--- src/rtl/pf_pkg.sv ---
package pf_pkg;

	localparam int unsigned SIDE  = 5;
	localparam int unsigned CELLS = 25;

	// letter codes index the 25-letter alphabet without W
	localparam logic [4:0] CODE_V = 5'd21;
	localparam logic [4:0] CODE_X = 5'd22;
	localparam logic [4:0] CODE_LAST = 5'd24;

	localparam logic [7:0] ASC_SPACE = 8'h20;
	localparam logic [7:0] ASC_A     = 8'h41;
	localparam logic [7:0] ASC_W     = 8'h57;
	localparam logic [7:0] ASC_Z     = 8'h5A;
	localparam logic [7:0] ASC_LA    = 8'h61;
	localparam logic [7:0] ASC_LZ    = 8'h7A;
	localparam logic [7:0] ASC_CASE  = 8'h20;

	typedef enum logic [1:0] {
		K_KEY     = 2'd0,
		K_KEY_END = 2'd1,
		K_TEXT    = 2'd2,
		K_MSG_END = 2'd3
	} kind_t;

	typedef enum logic [1:0] {
		ST_OK        = 2'd0,
		ST_NONLETTER = 2'd1,
		ST_W_DECRYPT = 2'd2,
		ST_NO_KEY    = 2'd3
	} status_t;

	typedef enum logic [1:0] {
		CLS_LETTER = 2'd0,
		CLS_SPACE  = 2'd1,
		CLS_W      = 2'd2,
		CLS_OTHER  = 2'd3
	} cls_t;

	typedef enum logic [1:0] {
		OUT_ERR = 2'd0,
		OUT_X   = 2'd1,
		OUT_Y   = 2'd2
	} out_sel_t;

	typedef enum logic [2:0] {
		S_IDLE   = 3'd0,
		S_DECODE = 3'd1,
		S_FILL   = 3'd2,
		S_LOOK   = 3'd3,
		S_CALC   = 3'd4,
		S_EMIT1  = 3'd5,
		S_EMIT2  = 3'd6
	} state_t;

	typedef struct packed {
		logic     capture;
		logic     key_byte;
		logic     fill_step;
		logic     key_done;
		logic     held_set;
		logic     held_clear;
		logic     pair_load;
		logic     pair_pad;
		logic     look;
		logic     calc;
		logic     push;
		out_sel_t push_sel;
		status_t  err_status;
	} dp_cmd_t;

	typedef struct packed {
		kind_t kind;
		cls_t  cls;
		logic  key_ready;
		logic  held_valid;
		logic  held_eq;
		logic  code_is_x;
		logic  out_free;
		logic  fill_last;
		logic  direction;
	} dp_stat_t;

endpackage

--- src/rtl/pf_ctrl.sv ---
module pf_ctrl import pf_pkg::*; (
	input  logic     clk,
	input  logic     arst_n,
	input  logic     s_tvalid,
	output logic     s_tready,
	input  dp_stat_t stat,
	output dp_cmd_t  cmd
);

	state_t state_q, state_d;

	always_ff @(posedge clk or negedge arst_n) begin
		if (!arst_n) begin
			state_q <= S_IDLE;
		end else begin
			state_q <= state_d;
		end
	end

	always_comb begin
		state_d  = state_q;
		cmd      = '0;
		s_tready = 1'b0;
		case (state_q)
			S_IDLE: begin
				s_tready = 1'b1;
				if (s_tvalid) begin
					cmd.capture = 1'b1;
					state_d     = S_DECODE;
				end
			end
			S_DECODE: begin
				case (stat.kind)
					K_KEY: begin
						if (stat.cls == CLS_LETTER || stat.cls == CLS_W) begin
							cmd.key_byte = 1'b1;
							state_d      = S_IDLE;
						end else if (stat.out_free) begin
							cmd.key_byte   = 1'b1;
							cmd.push       = 1'b1;
							cmd.push_sel   = OUT_ERR;
							cmd.err_status = ST_NONLETTER;
							state_d        = S_IDLE;
						end
					end
					K_KEY_END: begin
						state_d = S_FILL;
					end
					K_MSG_END: begin
						cmd.held_clear = 1'b1;
						if (stat.held_valid && stat.key_ready) begin
							cmd.pair_load = 1'b1;
							cmd.pair_pad  = 1'b1;
							state_d       = S_LOOK;
						end else begin
							state_d = S_IDLE;
						end
					end
					default: begin
						if (!stat.key_ready) begin
							if (stat.out_free) begin
								cmd.push       = 1'b1;
								cmd.push_sel   = OUT_ERR;
								cmd.err_status = ST_NO_KEY;
								state_d        = S_IDLE;
							end
						end else if (stat.cls == CLS_SPACE) begin
							state_d = S_IDLE;
						end else if (stat.cls == CLS_OTHER) begin
							if (stat.out_free) begin
								cmd.push       = 1'b1;
								cmd.push_sel   = OUT_ERR;
								cmd.err_status = ST_NONLETTER;
								state_d        = S_IDLE;
							end
						end else if (stat.cls == CLS_W && stat.direction) begin
							if (stat.out_free) begin
								cmd.push       = 1'b1;
								cmd.push_sel   = OUT_ERR;
								cmd.err_status = ST_W_DECRYPT;
								state_d        = S_IDLE;
							end
						end else if (!stat.held_valid) begin
							cmd.held_set = 1'b1;
							state_d      = S_IDLE;
						end else if (!stat.direction && stat.held_eq && !stat.code_is_x) begin
							cmd.pair_load = 1'b1;
							cmd.pair_pad  = 1'b1;
							cmd.held_set  = 1'b1;
							state_d       = S_LOOK;
						end else begin
							cmd.pair_load  = 1'b1;
							cmd.held_clear = 1'b1;
							state_d        = S_LOOK;
						end
					end
				endcase
			end
			S_FILL: begin
				cmd.fill_step = 1'b1;
				if (stat.fill_last) begin
					cmd.key_done = 1'b1;
					state_d      = S_IDLE;
				end
			end
			S_LOOK: begin
				cmd.look = 1'b1;
				state_d  = S_CALC;
			end
			S_CALC: begin
				cmd.calc = 1'b1;
				state_d  = S_EMIT1;
			end
			S_EMIT1: begin
				if (stat.out_free) begin
					cmd.push     = 1'b1;
					cmd.push_sel = OUT_X;
					state_d      = S_EMIT2;
				end
			end
			S_EMIT2: begin
				if (stat.out_free) begin
					cmd.push     = 1'b1;
					cmd.push_sel = OUT_Y;
					state_d      = S_IDLE;
				end
			end
			default: begin
				state_d = S_IDLE;
			end
		endcase
	end

endmodule

--- src/rtl/pf_dp.sv ---
module pf_dp import pf_pkg::*; (
	input  logic       clk,
	input  logic       arst_n,
	input  logic [7:0] s_tdata,
	input  logic [1:0] s_tuser,
	input  logic       cfg_we,
	input  logic       cfg_data,
	input  dp_cmd_t    cmd,
	output dp_stat_t   stat,
	input  logic       m_tready,
	output logic       m_tvalid,
	output logic [7:0] m_tdata,
	output logic       m_tlast,
	output logic [1:0] m_tuser
);

	function automatic logic [2:0] pos_row(input logic [4:0] p);
		logic [2:0] r;
		if (p < 5'd5) r = 3'd0;
		else if (p < 5'd10) r = 3'd1;
		else if (p < 5'd15) r = 3'd2;
		else if (p < 5'd20) r = 3'd3;
		else r = 3'd4;
		return r;
	endfunction

	function automatic logic [4:0] times5(input logic [2:0] r);
		return {r, 2'b00} + {2'b00, r};
	endfunction

	function automatic logic [2:0] add_mod5(input logic [2:0] v, input logic [2:0] s);
		logic [3:0] t;
		t = {1'b0, v} + {1'b0, s};
		if (t >= 4'd5) t = t - 4'd5;
		return t[2:0];
	endfunction

	function automatic logic [4:0] cell_addr(input logic [2:0] r, input logic [2:0] c);
		return times5(r) + {2'b00, c};
	endfunction

	function automatic logic [7:0] code_ascii(input logic [4:0] c);
		logic [7:0] a;
		if (c < CODE_X) a = ASC_A + {3'b000, c};
		else a = ASC_A + {3'b000, c} + 8'd1;
		return a;
	endfunction

	// input item
	kind_t      kind_q;
	logic [7:0] char_q;

	// key and pairing state
	logic       direction_q;
	logic [24:0] used_q;
	logic [4:0] fill_q;
	logic       key_ready_q;
	logic [4:0] held_q;
	logic       held_valid_q;
	logic [4:0] fill_idx_q;

	// square memories
	logic [4:0] sq_mem [CELLS];
	logic [4:0] pl_mem [CELLS];

	// pair operands and lookups
	logic [4:0] a_q, b_q;
	logic [4:0] pa_q, pb_q;
	logic [4:0] x_q, y_q;
	logic [2:0] r1, c1, r2, c2, shift;
	logic [4:0] addr1, addr2;

	// output register
	logic       out_valid_q;
	logic [7:0] out_char_q;
	logic       out_last_q;
	status_t    out_status_q;

	// classify the held byte
	logic [7:0] up;
	cls_t       cls;
	logic [4:0] code;
	logic [7:0] code_wide;

	always_comb begin
		up        = char_q;
		code_wide = 8'd0;
		if (char_q >= ASC_LA && char_q <= ASC_LZ) up = char_q - ASC_CASE;
		if (up == ASC_SPACE) begin
			cls = CLS_SPACE;
		end else if (up < ASC_A || up > ASC_Z) begin
			cls = CLS_OTHER;
		end else if (up == ASC_W) begin
			cls       = CLS_W;
			code_wide = {3'b000, CODE_V};
		end else begin
			cls       = CLS_LETTER;
			code_wide = (up < ASC_W) ? (up - ASC_A) : (up - ASC_A - 8'd1);
		end
		code = code_wide[4:0];
	end

	// letter placement, shared by key bytes and the key-end sweep
	logic        key_restart;
	logic [24:0] used_eff;
	logic [4:0]  fill_eff;
	logic [4:0]  place_code;
	logic        place_try;
	logic        place_en;

	assign key_restart = cmd.key_byte && key_ready_q;
	assign used_eff    = key_restart ? '0 : used_q;
	assign fill_eff    = key_restart ? '0 : fill_q;
	assign place_code  = cmd.fill_step ? fill_idx_q : code;
	assign place_try   = cmd.fill_step ||
		(cmd.key_byte && (cls == CLS_LETTER || cls == CLS_W));
	assign place_en    = place_try && (fill_eff <= CODE_LAST) && !used_eff[place_code];

	always_ff @(posedge clk or negedge arst_n) begin
		if (!arst_n) begin
			direction_q  <= 1'b0;
			used_q       <= '0;
			fill_q       <= '0;
			key_ready_q  <= 1'b0;
			held_q       <= '0;
			held_valid_q <= 1'b0;
			fill_idx_q   <= '0;
		end else begin
			if (cfg_we) direction_q <= cfg_data;
			if (cmd.capture) fill_idx_q <= '0;
			else if (cmd.fill_step) fill_idx_q <= fill_idx_q + 5'd1;
			if (cmd.key_byte || place_en) begin
				used_q <= used_eff | (place_en ? (25'd1 << place_code) : '0);
				fill_q <= fill_eff + {4'd0, place_en};
			end
			if (key_restart) key_ready_q <= 1'b0;
			else if (cmd.key_done) key_ready_q <= 1'b1;
			if (cmd.held_set) begin
				held_q       <= code;
				held_valid_q <= 1'b1;
			end else if (cmd.held_clear || cmd.key_done || key_restart) begin
				held_valid_q <= 1'b0;
			end
		end
	end

	always_ff @(posedge clk) begin
		if (cmd.capture) begin
			kind_q <= kind_t'(s_tuser);
			char_q <= s_tdata;
		end
		if (cmd.pair_load) begin
			a_q <= held_q;
			b_q <= cmd.pair_pad ? CODE_X : code;
		end
	end

	// square memory: position -> letter
	always_ff @(posedge clk) begin
		if (place_en) sq_mem[fill_eff] <= place_code;
		if (cmd.calc) begin
			x_q <= sq_mem[addr1];
			y_q <= sq_mem[addr2];
		end
	end

	// place memory: letter -> position
	always_ff @(posedge clk) begin
		if (place_en) pl_mem[place_code] <= fill_eff;
		if (cmd.look) begin
			pa_q <= pl_mem[a_q];
			pb_q <= pl_mem[b_q];
		end
	end

	// digraph rule on the looked-up positions
	always_comb begin
		r1    = pos_row(pa_q);
		r2    = pos_row(pb_q);
		c1    = 3'(pa_q - times5(r1));
		c2    = 3'(pb_q - times5(r2));
		shift = direction_q ? 3'(SIDE - 1) : 3'd1;
		if (r1 != r2 && c1 != c2) begin
			addr1 = cell_addr(r1, c2);
			addr2 = cell_addr(r2, c1);
		end else if (r1 == r2 && c1 != c2) begin
			addr1 = cell_addr(r1, add_mod5(c1, shift));
			addr2 = cell_addr(r2, add_mod5(c2, shift));
		end else begin
			addr1 = cell_addr(add_mod5(r1, shift), c1);
			addr2 = cell_addr(add_mod5(r2, shift), c2);
		end
	end

	// output register
	logic out_free;
	assign out_free = !out_valid_q || m_tready;

	always_ff @(posedge clk or negedge arst_n) begin
		if (!arst_n) begin
			out_valid_q <= 1'b0;
		end else if (cmd.push) begin
			out_valid_q <= 1'b1;
		end else if (m_tready) begin
			out_valid_q <= 1'b0;
		end
	end

	always_ff @(posedge clk) begin
		if (cmd.push) begin
			case (cmd.push_sel)
				OUT_X: begin
					out_char_q   <= code_ascii(x_q);
					out_last_q   <= 1'b0;
					out_status_q <= ST_OK;
				end
				OUT_Y: begin
					out_char_q   <= code_ascii(y_q);
					out_last_q   <= 1'b1;
					out_status_q <= ST_OK;
				end
				default: begin
					out_char_q   <= 8'd0;
					out_last_q   <= 1'b1;
					out_status_q <= cmd.err_status;
				end
			endcase
		end
	end

	assign m_tvalid = out_valid_q;
	assign m_tdata  = out_char_q;
	assign m_tlast  = out_last_q;
	assign m_tuser  = out_status_q;

	assign stat.kind       = kind_q;
	assign stat.cls        = cls;
	assign stat.key_ready  = key_ready_q;
	assign stat.held_valid = held_valid_q;
	assign stat.held_eq    = (held_q == code);
	assign stat.code_is_x  = (code == CODE_X);
	assign stat.out_free   = out_free;
	assign stat.fill_last  = (fill_idx_q == CODE_LAST);
	assign stat.direction  = direction_q;

endmodule

--- src/rtl/playfair_digraph_cipher.sv ---
// channel   dir  handshake           payload
// s_*       in   s_tvalid/s_tready    tdata: char_in, tuser: kind
// m_*       out  m_tvalid/m_tready    tdata: char_out, tlast: last, tuser: status
// cfg_*     in   cfg_valid/cfg_ready  cfg_data: direction
//
// sequencing: an item is taken in idle and decoded in the next, then most
// items return to idle; key end walks the 25-letter alphabet in the fill
// state; a digraph goes through two registered lookups in the square memories,
// then one output transfer per letter through the single output register
// reset: arst_n clears the key, the held letter, direction and the output
// stalls: a full output register holds the controller in its decode state for
// an error result and in its emit states for a digraph; input is taken again
// only once the controller is back in idle
module playfair_digraph_cipher import pf_pkg::*; (
	input  logic       clk,
	input  logic       arst_n,
	input  logic       s_tvalid,
	output logic       s_tready,
	input  logic [7:0] s_tdata,   // [7:0] char_in
	input  logic [1:0] s_tuser,   // [1:0] kind
	output logic       m_tvalid,
	input  logic       m_tready,
	output logic [7:0] m_tdata,   // [7:0] char_out
	output logic       m_tlast,
	output logic [1:0] m_tuser,   // [1:0] status
	input  logic       cfg_valid,
	output logic       cfg_ready,
	input  logic       cfg_data
);

	dp_cmd_t  cmd;
	dp_stat_t stat;

	// user changes direction only while idle (not enforced); a write always lands
	assign cfg_ready = 1'b1;

	// state machine: decodes each item and sequences fill and digraph steps
	pf_ctrl u_ctrl (
		.clk      (clk),
		.arst_n   (arst_n),
		.s_tvalid (s_tvalid),
		.s_tready (s_tready),
		.stat     (stat),
		.cmd      (cmd)
	);

	// datapath: classifier, square memories, digraph rule, output register
	pf_dp u_dp (
		.clk      (clk),
		.arst_n   (arst_n),
		.s_tdata  (s_tdata),
		.s_tuser  (s_tuser),
		.cfg_we   (cfg_valid && cfg_ready),
		.cfg_data (cfg_data),
		.cmd      (cmd),
		.stat     (stat),
		.m_tready (m_tready),
		.m_tvalid (m_tvalid),
		.m_tdata  (m_tdata),
		.m_tlast  (m_tlast),
		.m_tuser  (m_tuser)
	);

`ifndef SYNTH
	// never overwrite a result that has not been taken
	a_push_free: assert property (@(posedge clk) disable iff (!arst_n)
		cmd.push |-> stat.out_free)
		else $error("result pushed into a full output register");

	// one item at a time: after a transfer the input side closes
	a_one_item: assert property (@(posedge clk) disable iff (!arst_n)
		(s_tvalid && s_tready) |=> !s_tready)
		else $error("input taken while an item is in work");

	// key end leaves a ready square and no held letter
	a_key_done: assert property (@(posedge clk) disable iff (!arst_n)
		cmd.key_done |=> (stat.key_ready && !stat.held_valid))
		else $error("key end did not leave the key ready");
`endif

endmodule

--- config.mk ---
export PLATFORM = sky130hd
export DESIGN_NAME = playfair_digraph_cipher
export DESIGN_NICKNAME = d
export VERILOG_FILES = /design/src/rtl/pf_pkg.sv /design/src/rtl/pf_ctrl.sv /design/src/rtl/pf_dp.sv /design/src/rtl/playfair_digraph_cipher.sv
export SDC_FILE = /design/constraint.sdc
export NUM_CORES = 1
export LEC_CHECK = 0
export ABC_AREA = 1
export BUFFER_PORTS_ARGS = -buffer_cell sky130_fd_sc_hd__buf_4
export CAP_MARGIN = 40
export CORE_UTILIZATION = 41
export CTS_CLUSTER_SIZE = 30
export DETAILED_ROUTE_END_ITERATION = 12
export SLEW_MARGIN = 25
export SYNTH_ARGS = -nofsm -noshare
export SYNTH_HDL_FRONTEND = slang
export SYNTH_SLANG_ARGS = --single-unit
--- constraint.sdc ---
create_clock -name clk -period 5.17 [get_ports clk]
set_input_delay 0 -clock clk [delete_from_list [all_inputs] [get_ports clk]]
set_output_delay 0 -clock clk [all_outputs]
set_load 0.02 [all_outputs]
# Word-level counts from Yosys, hierarchy flattened

Memory sizes are Yosys's and may differ from the RTL's. A register that Yosys moved wholly into a read port is not among the register bits.
Cells that the tools add are included.

Input bits: 16
Bits in registers: 78
Bits in writable memories: 250
Memories kept: 2
Output and inout bits: 14
Logic and storage cells: 230

Memory list:

| memory      | words | bits a word | read ports | clocked after Yosys merged registers in | wr ports | RTL line    | source |
|---|---|---|---|---|---|---|---|
| u_dp.pl_mem | 25    | 5           | 2          | 2                                       | 1        | pf_dp.sv:64 | `logic [4:0] pl_mem [CELLS];` |
| u_dp.sq_mem | 25    | 5           | 2          | 2                                       | 1        | pf_dp.sv:63 | `logic [4:0] sq_mem [CELLS];` |

Equality and inequality tests: 24
Bitwise gates (word level): 2
Order comparisons: 21
Muxes and demuxes: 101
Shifts and indexed selects: 1
Reduce and logical (&&, ||, !) cells: 34
Add/subtract/negate cells: 29

Operators with widths:

| kind                                                                         | number |
|---|---|
| 5-bit two-way mux                                                            | 20 |
| 3-bit two-way mux                                                            | 33 |
| 5-bit by 3-bit adder with 5-bit output                                       | 10 |
| 25-bit two-way mux                                                           | 2 |
| 25-bit bitwise OR                                                            | 1 |
| 1-bit by 5-bit << shifter with 25-bit output, first input constant           | 1 |
| 1-bit two-way mux                                                            | 24 |
| 8-bit two-way mux                                                            | 3 |
| 3-bit case mux with 7 select lines                                           | 1 |
| 5-bit by 4-bit less-than comparator with 1-bit output, second input constant | 4 |
| 5-bit less-than comparator, second input constant                            | 4 |
| 4-bit two-way mux                                                            | 5 |
| 3-bit case mux with 3 select lines                                           | 2 |
| 3-bit by 3-bit adder with 4-bit output                                       | 4 |
| 7-bit by 5-bit adder with 8-bit output, first input constant                 | 2 |
| 8-bit by 1-bit adder with 8-bit output, second input constant                | 2 |
| 4-bit by 3-bit >= comparator with 1-bit output, second input constant        | 4 |
| 8-bit by 7-bit less-than comparator with 1-bit output, second input constant | 2 |
| 8-bit case mux with 2 select lines                                           | 1 |
| 2-bit two-way mux                                                            | 7 |
| 3-bit subtractor, second input constant                                      | 4 |
| 1-bit logical AND                                                            | 11 |
| 5-bit == test, second input constant                                         | 2 |
| 5-bit by 3-bit less-than comparator with 1-bit output, second input constant | 2 |
| other kinds (34)                                                             | 61 |

# Longest topological paths before layout

Gate-level depths: netlist of run 1.

Depth after elaboration: 24
Gate-level depth with buffers: 31
Mapped depth without buffers: 30

# Modules after synthesis

Synthesis of run 1 repeated with hierarchy kept, for this count alone.

Cell total of the unflattened synthesis: 2290
Area, all modules: 20156.8 sq um

By module, submodules not included:

| module                  | sequential area each (sq um) | times used | cells each | area an instance (sq um) |
|---|---|---|---|---|
| pf_dp                   | 10139.7                      | 1          | 2188       | 19621.3 |
| pf_ctrl                 | 75.1                         | 1          | 100        | 524.3 |
| playfair_digraph_cipher | 0.0                          | 1          | 2          | 11.3 |

# Least setup slack after synthesis of run 1

Ideal clock, no wire load.

Path kind: register to register
From: register u_dp.pb_q[2] (read register of u_dp.pl_mem)
To: register u_dp.y_q[3] (read register of u_dp.sq_mem), data pin
Library setup time: 259 ps
Cell stages (with the launch flop): 27
Slack: 174 ps
Required time: 4911 ps
Clock period less this slack: 4996 ps
Buffers on the path: 1
Arrival time: 4737 ps
Cell sequence: edfxtp_1 > o21ai_2 > nand3_1 > nand2_1 > ha_1 > inv_1 > fa_1 > xnor2_1 > inv_1 > ha_1 > xnor2_1 > nor2_1 > a311o_1 > xor2_1 > ha_1 > fa_1 > nand2_1 > inv_1 > o21ai_0 > o21ai_0 > nor2_1 > inv_1 > clkbuf_1 > nand3_1 > nand3_1 > o211ai_1 > nand2_1

Longest elaborated chain between the ends: 15
Elaborated cells on any way between the ends: 33
Classes of those cells: add/sub: 10; order compare: 6; eq/ne: 3; mux: 12; reduce/logical: 2

Ends and longest elaborated chain:

| what                                                                                      | RTL line     | source |
|---|---|---|
| from (decl)                                                                               | pf_dp.sv:68  | `logic [4:0] pa_q, pb_q;` |
| 5-bit less-than comparator                                                                | pf_dp.sv:22  | `else if (p < 5'd20) r = 3'd3;` |
| 3-bit two-way mux                                                                         | pf_dp.sv:22  |  |
| 3-bit two-way mux                                                                         | pf_dp.sv:21  | `else if (p < 5'd15) r = 3'd2;` |
| 3-bit two-way mux                                                                         | pf_dp.sv:20  | `else if (p < 5'd10) r = 3'd1;` |
| 3-bit two-way mux                                                                         | pf_dp.sv:19  | `if (p < 5'd5) r = 3'd0;` |
| 5-bit by 3-bit adder with 5-bit output                                                    | pf_dp.sv:28  | `return {r, 2'b00} + {2'b00, r};` |
| 3-bit subtractor                                                                          | pf_dp.sv:181 | `c2 = 3'(pb_q - times5(r2));` |
| 3-bit by 3-bit adder with 4-bit output                                                    | pf_dp.sv:33  | `t = {1'b0, v} + {1'b0, s};` |
| 4-bit by 3-bit >= comparator with 1-bit output / 3-bit subtractor (equally long branches) | pf_dp.sv:34  | `if (t >= 4'd5) t = t - 4'd5;` |
| 3-bit two-way mux                                                                         | pf_dp.sv:34  |  |
| 3-bit two-way mux                                                                         | pf_dp.sv:186 | `end else if (r1 == r2 && c1 != c2) begin` |
| 3-bit two-way mux                                                                         | pf_dp.sv:183 | `if (r1 != r2 && c1 != c2) begin` |
| 5-bit by 3-bit adder with 5-bit output                                                    | pf_dp.sv:39  | `return times5(r) + {2'b00, c};` |
| 5-bit two-way mux                                                                         | pf_dp.sv:186 |  |
| 5-bit two-way mux *                                                                       | pf_dp.sv:183 |  |
| to (decl)                                                                                 | pf_dp.sv:69  | `logic [4:0] x_q, y_q;` |

Every way passes the cells marked *; elsewhere a longest branch is shown, timed or not. The select of a mux whose other input is x is not followed.
A chain may end at the register's enable or synchronous reset.

# Worst setup path after layout of run 1

From: register u_dp.pa_q[2] (read register of u_dp.pl_mem)
To: register u_dp.x_q[1] (read register of u_dp.sq_mem), data pin

Longest elaborated chain between the ends: 15
Elaborated cells on any way between the ends: 33
Classes of those cells: add/sub: 10; order compare: 6; eq/ne: 3; mux: 12; reduce/logical: 2

Ends and longest elaborated chain:

| what                                                                                      | RTL line     | source |
|---|---|---|
| from (decl)                                                                               | pf_dp.sv:68  |  |
| 5-bit less-than comparator                                                                | pf_dp.sv:22  |  |
| 3-bit two-way mux                                                                         | pf_dp.sv:22  |  |
| 3-bit two-way mux                                                                         | pf_dp.sv:21  |  |
| 3-bit two-way mux                                                                         | pf_dp.sv:20  |  |
| 3-bit two-way mux                                                                         | pf_dp.sv:19  |  |
| 5-bit by 3-bit adder with 5-bit output                                                    | pf_dp.sv:28  |  |
| 3-bit subtractor                                                                          | pf_dp.sv:180 | `c1 = 3'(pa_q - times5(r1));` |
| 3-bit by 3-bit adder with 4-bit output                                                    | pf_dp.sv:33  |  |
| 4-bit by 3-bit >= comparator with 1-bit output / 3-bit subtractor (equally long branches) | pf_dp.sv:34  |  |
| 3-bit two-way mux                                                                         | pf_dp.sv:34  |  |
| 3-bit two-way mux                                                                         | pf_dp.sv:186 |  |
| 3-bit two-way mux                                                                         | pf_dp.sv:183 |  |
| 5-bit by 3-bit adder with 5-bit output                                                    | pf_dp.sv:39  |  |
| 5-bit two-way mux                                                                         | pf_dp.sv:186 |  |
| 5-bit two-way mux *                                                                       | pf_dp.sv:183 |  |
| to (decl)                                                                                 | pf_dp.sv:69  |  |

Marked as above.

==> results of run 1 <==
cell usage after synthesis, types with 5 or more instances:
cell type | n | area share
sky130_fd_sc_hd__edfxtp_1 | 301 | 0.46
sky130_fd_sc_hd__o221ai_1 | 25 | 0.011
sky130_fd_sc_hd__dfrtp_1 | 47 | 0.059
sky130_fd_sc_hd__nand4_1 | 9 | 0.0028
sky130_fd_sc_hd__nor2_2 | 5 | 0.0016
sky130_fd_sc_hd__nor3_1 | 8 | 0.0020
sky130_fd_sc_hd__o21ai_1 | 19 | 0.0048
sky130_fd_sc_hd__nor2_1 | 225 | 0.043
sky130_fd_sc_hd__o22ai_1 | 20 | 0.0063
sky130_fd_sc_hd__clkbuf_1 | 70 | 0.013
sky130_fd_sc_hd__nand3_1 | 209 | 0.053
sky130_fd_sc_hd__inv_1 | 234 | 0.044
sky130_fd_sc_hd__inv_2 | 8 | 0.0015
sky130_fd_sc_hd__buf_4 | 8 | 0.0030
sky130_fd_sc_hd__nand2_2 | 13 | 0.0041
sky130_fd_sc_hd__o21ai_0 | 274 | 0.069
sky130_fd_sc_hd__fa_1 | 10 | 0.010
sky130_fd_sc_hd__xor2_1 | 32 | 0.014
sky130_fd_sc_hd__or2_2 | 8 | 0.0025
sky130_fd_sc_hd__xnor2_1 | 12 | 0.0053
sky130_fd_sc_hd__buf_2 | 24 | 0.0061
sky130_fd_sc_hd__a21oi_1 | 154 | 0.039
sky130_fd_sc_hd__nand2_1 | 292 | 0.055
sky130_fd_sc_hd__o211ai_1 | 55 | 0.021
sky130_fd_sc_hd__o21a_1 | 11 | 0.0042
sky130_fd_sc_hd__ha_1 | 65 | 0.041
cell type report:
cell class | count | share of cell area
inverter | 246 | 0.0402
tap | 615 | 0.0328
clock inverter | 23 | 0.0132
timing repair buffer | 158 | 0.0651
clock buffer | 53 | 0.0496
multi-input combinational | 1500 | 0.364
sequential | 348 | 0.435
state kept, by name, summed over array words and instances (netlist names), 8 cells and up:
signal	count
u_dp.char_q	8
u_dp.m_tdata	8
u_dp.pl_mem	125
u_dp.sq_mem	125
u_dp.used_q	25
worst max-delay path: cells and delay by family, from the launching register on:
family	cells	cell delay (ns)
flops	1	0.41
buf+inv	9	0.87
compound gates	8	1.15
simple gates	8	0.66
fa+ha+maj	6	1.77
xor+xnor	1	0.16
report_power, final:
part	switching [mW]	internal (mW)	total, mW
Clock	1.19	1.95	3.14
Combinational	6.39	4.18	10.6
Sequential	0.175	3.56	3.73
Total	7.76	9.68	17.4
cell usage in the layout (no fill, tap or decap), drive strengths merged, types with 9 or more instances in the layout:
cell type / count
o21a: 11
o21ai: 295
clkinv: 15
nand3: 213
xnor2: 12
o22ai: 20
nor2: 232
clkbuf: 56
buf: 138
o211ai: 55
nand4: 9
dfrtp: 47
nor3: 11
a21oi: 156
nand2: 306
xor2: 32
inv: 244
fa: 10
o221ai: 25
or2: 9
dlygate4sd3: 17
edfxtp: 301
ha: 65
metrics by stage:
stage,hold WS (ns),instance area (sq um),instances,setup TNS (ns)
floorplan,-0.296,19800,2198,0
global placement,0.0618,21100,2816,0
detailed placement,0.0639,21100,2819,-0.125
CTS,0.114,22800,2915,0
global route,0.138,23500,2943,-1.32
finish,0.153,23500,2943,0
worst max path at each step:
stage,from,to,slack (ns),cells past startpoint
floorplan,u_dp.pb_q[2],u_dp.y_q[3],0.17,26
CTS,u_dp.pb_q[4],u_dp.y_q[4],0.02,28
detailed placement,u_dp.pb_q[4],u_dp.y_q[4],-0.06,28
global route,u_dp.pa_q[2],u_dp.x_q[4],-0.20,31
finish,u_dp.pa_q[2],u_dp.x_q[1],0.04,32
global placement,u_dp.pb_q[3],u_dp.y_q[4],0.03,29
kinds of logic after synthesis:
logic type | count (synthesis) | share of synthesized area
simple gates | 791 | 0.174
flops | 348 | 0.517
compound gates | 588 | 0.169
buf+inv | 350 | 0.0696
xor+xnor | 44 | 0.0195
fa+ha+maj | 75 | 0.0513
other cells | 2 | 0.000380
routing by layer:
layer	part of all wire	vias up	wire length, um
li1	-	7880	-
met2	0.48	636	27900
met4	0.027	0	1540
met5	0	-	0
met1	0.43	7938	24700
met3	0.068	105	3950
repair_timing:
action,4_1_cts,5_1_grt
setup buffers,3,23
gates resized for setup,3,113
pin swaps,3,38
hold endpoints to repair,67,0
hold buffers,17,0
gates cloned,0,3
setup endpoints to repair,3,14
==> results by group, run 1 <==
CTS
  • CTS tree: built
  • Count of clock tree sinks: 348
  • Clock insertion delay at the later pin of the skew report: 0.57 ns
  • TritonCTS Buffers: 41
  • Worst-case clock buffer depth: 3
  • Count of H-tree levels built during CTS: 2
  • Root Buffer: sky130_fd_sc_hd__clkbuf_16
  • Reg clk slew, reported paths: 0.07 ns

Logic synthesis
  • Share of synthesized registers carrying an async set or reset: 0.135
  • Avg Inst Size Synth: 9.00 sq um
  • Number of enable-type register cells in the synthesized netlist: 301
  • Register bit count reported by yosys: 348
  • Net count after synthesis: 2,289
  • Post-synthesis instance total: 2,198
  • Top FF cell, synth: sky130_fd_sc_hd__edfxtp_1
  • Area of the mapped netlist: 19,800 sq um
  • Proportion of synthesized chip area in sequential cells: 0.517
  • Library cells used by synthesis: 54
  • Number of warning messages in the yosys log: 0

Final layout
  • Share of layout cells above drive strength 1: 0.143
  • Multi-input gate area: 8530 sq um
  • FF+latch area: 10,200 sq um
  • Fill count: 4,404
  • Synthesis-to-layout area growth: 18.6%
  • Number of antenna cells inserted: 0
  • Net count, final: 2,386
  • Final core utilization: 0.492

Flow run
  • Max-cap viol count: 0

Worst setup path
  • Critical path endpoint category: flip-flop
  • Critical R2R Capture: u_dp.x_q[1]
  • Type of the worst setup path: flip-flop to flip-flop
  • Arrival time worst endpoint: 5.58 ns
  • Length in cells of the worst reg-to-reg path: 32
  • Startpoint Class: flip-flop
  • Data required time at the worst endpoint: 5.62 ns
  • R2R Path Start: u_dp.pa_q[2]
  • Standard cell with the maximum stage delay on the critical path: sky130_fd_sc_hd__fa_2
  • Critical Path Most Common Cell: sky130_fd_sc_hd__ha_4
  • Max incr delay on CP: 0.59 ns
  • Setup slack on the worst flop-to-flop path: 0.04 ns
  • Highest fanout seen on the critical path: 10

Timing
  • Setup violations, final: 0
  • Min setup slack post-route: 0.0388 ns
  • Fin crit period: 5.13 ns
  • Post-route clock period utilization: 0.993
  • Max_slew headroom: 0.409
  • Max-slew violation count: 0
  • Unrepaired setup endpoints after global routing: true
  • Hold violation count in the final report: 0
  • Setup clock skew after layout: 0.0365 ns
  • Highest clock rate: 195 MHz
  • Slew at the pin with the worst max-slew slack: 0.887 ns

Worst hold path
  • Startpoint of the worst hold path: s_tdata[4]
  • Hold Path Depth: 2
  • Endpoint of the worst hold-timing path: u_dp.char_q[4]
  • Worst min-delay path class: input port to flip-flop

Global route
  • Met3 usage: 0.0367
  • Antenna violations before repair: 1
  • Global-route met2 utilization: 0.385
  • Vias in the first global route: 16,148
  • GRT Max-Usage Layer: met2
  • Gr ovfl total: 0
  • All-Layer GR Usage: 0.231
  • Pin count of the biggest net entering global routing: 60
  • Routing usage on met1: 0.310
  • Global-route wire length before repair: 89,200 um

Die
  • Io pins: 30
  • Die footprint: 49,100 sq um
  • Width of the die: 222 um
  • Die height: 222 um
  • Core footprint: 47,600 sq um
  • Initial core utilization: 0.415
  • Row cnt: 80

Routing
  • DR DRC count: 0
  • Routed wire length per instance: 19.7 um
  • Count of vias placed by the detailed router: 16,559
  • Length of the first detailed-routing pass in iterations: 5
  • Residual antenna-violating net count after detailed routing: 0
  • Drt via density: 5.63
  • Number of violations reported at the end of detailed-routing iteration 0: 1,601
  • Total Wirelength: 58,100 um

Power and ir drop
  • Static leakage: 9.24 nW
  • Largest voltage drop on the vdd net: 0.000683 V
  • Overall power consumption: 17.4 mW
  • PwrDens: 743 nW/um^2

Run status
  • Status: complete, no violations

Place
  • Count of buffers inserted at the top-level ports: 28
  • Pre-CTS setup slack: -0.0568 ns
  • HPWL after DPL: 39,300 um
  • GP Congestion: 0.908
(Power assumes the default switching activity.)
==> run 2: changes to the inputs <==
--- a/config.mk
+++ b/config.mk
@@ -11,6 +11,7 @@
 export CORE_UTILIZATION = 41
 export CTS_CLUSTER_SIZE = 30
 export DETAILED_ROUTE_END_ITERATION = 12
+export REMOVE_ABC_BUFFERS = 1
 export SLEW_MARGIN = 25
 export SYNTH_ARGS = -nofsm -noshare
 export SYNTH_HDL_FRONTEND = slang
==> results by group, run 2 (same netlist as run 1, synthesis figures left out) <==
Timing
  • Post-route clock period utilization: 1.00
  • Slew at the pin with the worst max-slew slack: 0.754 ns
  • Unrepaired setup endpoints after global routing: true
  • Max-slew violation count: 0
  • Max_slew headroom: 0.496
  • Fin crit period: 5.19 ns
  • Highest clock rate: 193 MHz
  • Min setup slack post-route: -0.0206 ns
  • Setup clock skew after layout: 0.0337 ns
  • Worst hold margin: 0.00509 ns
  • Setup violations, final: 1
  • Hold violation count in the final report: 0

Global route
  • All-Layer GR Usage: 0.228
  • Antenna violations before repair: 0
  • Vias in the first global route: 16,014
  • Pin count of the biggest net entering global routing: 62
  • Global-route wire length before repair: 88,400 um
  • Gr ovfl total: 0

Final layout
  • Synthesis-to-layout area growth: 19.3%
  • Largest registers: u_dp.pl_mem x125, u_dp.sq_mem x125, u_dp.used_q x25
  • Final design area excluding fillers: 23,600 sq um
  • Share of layout cells above drive strength 1: 0.148
  • Commonest non-fill, non-tap cell in the layout: sky130_fd_sc_hd__edfxtp_1
  • Final core utilization: 0.495
  • Net count, final: 2,397
  • Number of antenna cells inserted: 0
  • Commonest non-fill, non-tap cells in the layout: 301 x sky130_fd_sc_hd__edfxtp_1, 286 x sky130_fd_sc_hd__nand2_1, 245 x sky130_fd_sc_hd__o21ai_0, 224 x sky130_fd_sc_hd__inv_1, 220 x sky130_fd_sc_hd__nor2_1
  • Number of standard cells in the layout, taps in and fillers out: 2,953

Die
  • Row cnt: 80
  • Die height: 222 um
  • Io pins: 30
  • Die footprint: 49,100 sq um
  • Width of the die: 222 um
  • Initial core utilization: 0.415
  • Core footprint: 47,600 sq um

Routing
  • Drt via density: 5.69
  • Residual antenna-violating net count after detailed routing: 0
  • Count of vias placed by the detailed router: 16,812
  • Total Wirelength: 58,000 um
  • Routed wire length per instance: 19.7 um
  • Number of violations reported at the end of detailed-routing iteration 0: 1,670
  • Length of the first detailed-routing pass in iterations: 6
  • DR DRC count: 0

Power and ir drop
  • PwrDens: 741 nW/um^2
  • Switching Share: 0.451
  • Static leakage: 9.29 nW
  • Overall power consumption: 17.5 mW
  • Cell-internal power: 9.60 mW
  • Reg power frac: 0.213
  • Clk network pwr share: 0.169
  • Switching power: 7.89 mW
  • Combinational share of power: 0.619
  • Largest voltage drop on the vdd net: 0.000499 V

CTS
  • Root Buffer: sky130_fd_sc_hd__clkbuf_16
  • Clock insertion delay at the later pin of the skew report: 0.58 ns
  • Count of clock tree sinks: 348
  • Count of H-tree levels built during CTS: 2
  • Worst-case clock buffer depth: 3
  • Reg clk slew, reported paths: 0.06 ns
  • TritonCTS Buffers: 40
  • CTS tree: built

Run status
  • Status: finished, violations left
  • Violations in the final reports: setup timing

Place
  • GP Congestion: 0.915
  • Count of buffers inserted at the top-level ports: 28
  • Number of instances in the placed design: 2,829
  • HPWL after DPL: 38,900 um
  • Standard cell area after detailed placement: 21,200 sq um

Worst setup path
  • Startpoint Class: flip-flop
  • Setup slack on the worst flop-to-flop path: -0.02 ns
  • Number of buffer and inverter instances along the worst setup path: 8
  • Arrival time worst endpoint: 5.52 ns
  • Family with the most delay on the worst path: adder cells
  • Max incr delay on CP: 0.62 ns
  • R2R Path Start: u_dp.pb_q[2]
  • Critical path endpoint category: flip-flop
  • Data required time at the worst endpoint: 5.50 ns
  • Logic depth of the worst setup path including buffers: 30
  • Highest fanout seen on the critical path: 6
  • Type of the worst setup path: flip-flop to flip-flop
  • Length in cells of the worst reg-to-reg path: 30
  • Critical R2R Capture: u_dp.y_q[1]
  • Standard cell with the maximum stage delay on the critical path: sky130_fd_sc_hd__fa_2

Worst hold path
  • Worst min-delay path class: input port to async pin

Flow run
  • Max-cap viol count: 0
==> run 2: per-layer routing <==
layer | routed length, um | share of wire | vias up | track usage
met5 | 0 | 0 | - | 0
met4 | 2000 | 0.034 | 0 | 0.0892
met3 | 4350 | 0.075 | 147 | 0.0310
met2 | 27400 | 0.47 | 749 | 0.378
met1 | 24300 | 0.42 | 8013 | 0.303
li1 | - | - | 7903 | -
==> run 2: worst register-to-register path, delay by kind of cell, from the launching register on <==
family,cells,cell delay [ns]
adder cells (fa/ha/maj),6,1.87
AO/OA/AOI/OAI,7,0.98
XOR/XNOR,1,0.19
AND/OR/NAND/NOR,8,0.66
flip-flops,1,0.42
buffers and inverters,8,0.80
==> run 2: worst max path at each step <==
| stage | start | end | slack (ns) |
|---|---|---|---|
| 2_1_floorplan | u_dp.pb_q[2] | u_dp.y_q[0] | -1.28 |
| 3_3_place_gp | u_dp.pb_q[2] | u_dp.y_q[1] | 0.04 |
| 6_report | u_dp.pb_q[2] | u_dp.y_q[1] | -0.02 |
| 4_1_cts | u_dp.pa_q[1] | u_dp.x_q[1] | 0.005 |
| 5_1_grt | u_dp.pb_q[4] | u_dp.y_q[2] | -0.19 |
| 3_5_place_dp | u_dp.pa_q[1] | u_dp.x_q[2] | -0.1 |
==> run 2: stage by stage <==
stage / setup slack (ns) / TNS (ns)
CTS: 0.00461 / 0
detailed placement: -0.0997 / -0.498
global route: -0.190 / -1.30
global placement: 0.0406 / 0
floorplan: -1.28 / -12.27
finish: -0.0206 / -0.0206
==> run 2: final cells by class <==
cell class	count	area, sq um
sequential	348	10200
inverter	246	956
timing repair buffer	170	1700
clock buffer	48	1060
multi-input combinational	1500	8570
fill	4372	24100
clock inverter	26	314
tap	615	769
==> run 2: timing repair <==
| item | CTS | global route |
|---|---|---|
| endpoints found under the hold margin | 67 | 0 |
| gates resized for setup | 5 | 130 |
| endpoints found under the setup margin | 10 | 10 |
| pin swaps | 1 | 74 |
| setup buffers | 3 | 19 |
| gates cloned | 0 | 11 |
| hold buffers | 15 | 0 |
==> run 2: power groups by stage <==
stage / Sequential (mW) / Clock (mW) / Combinational (mW)
after floorplan: 3.78 / 0 / 5.64
after global placement: 3.77 / 0 / 8.69
after detailed placement: 3.78 / 0 / 8.83
after CTS: 3.72 / 2.99 / 8.92
after global routing: 3.75 / 3.09 / 11.7
final: 3.72 / 2.95 / 10.8
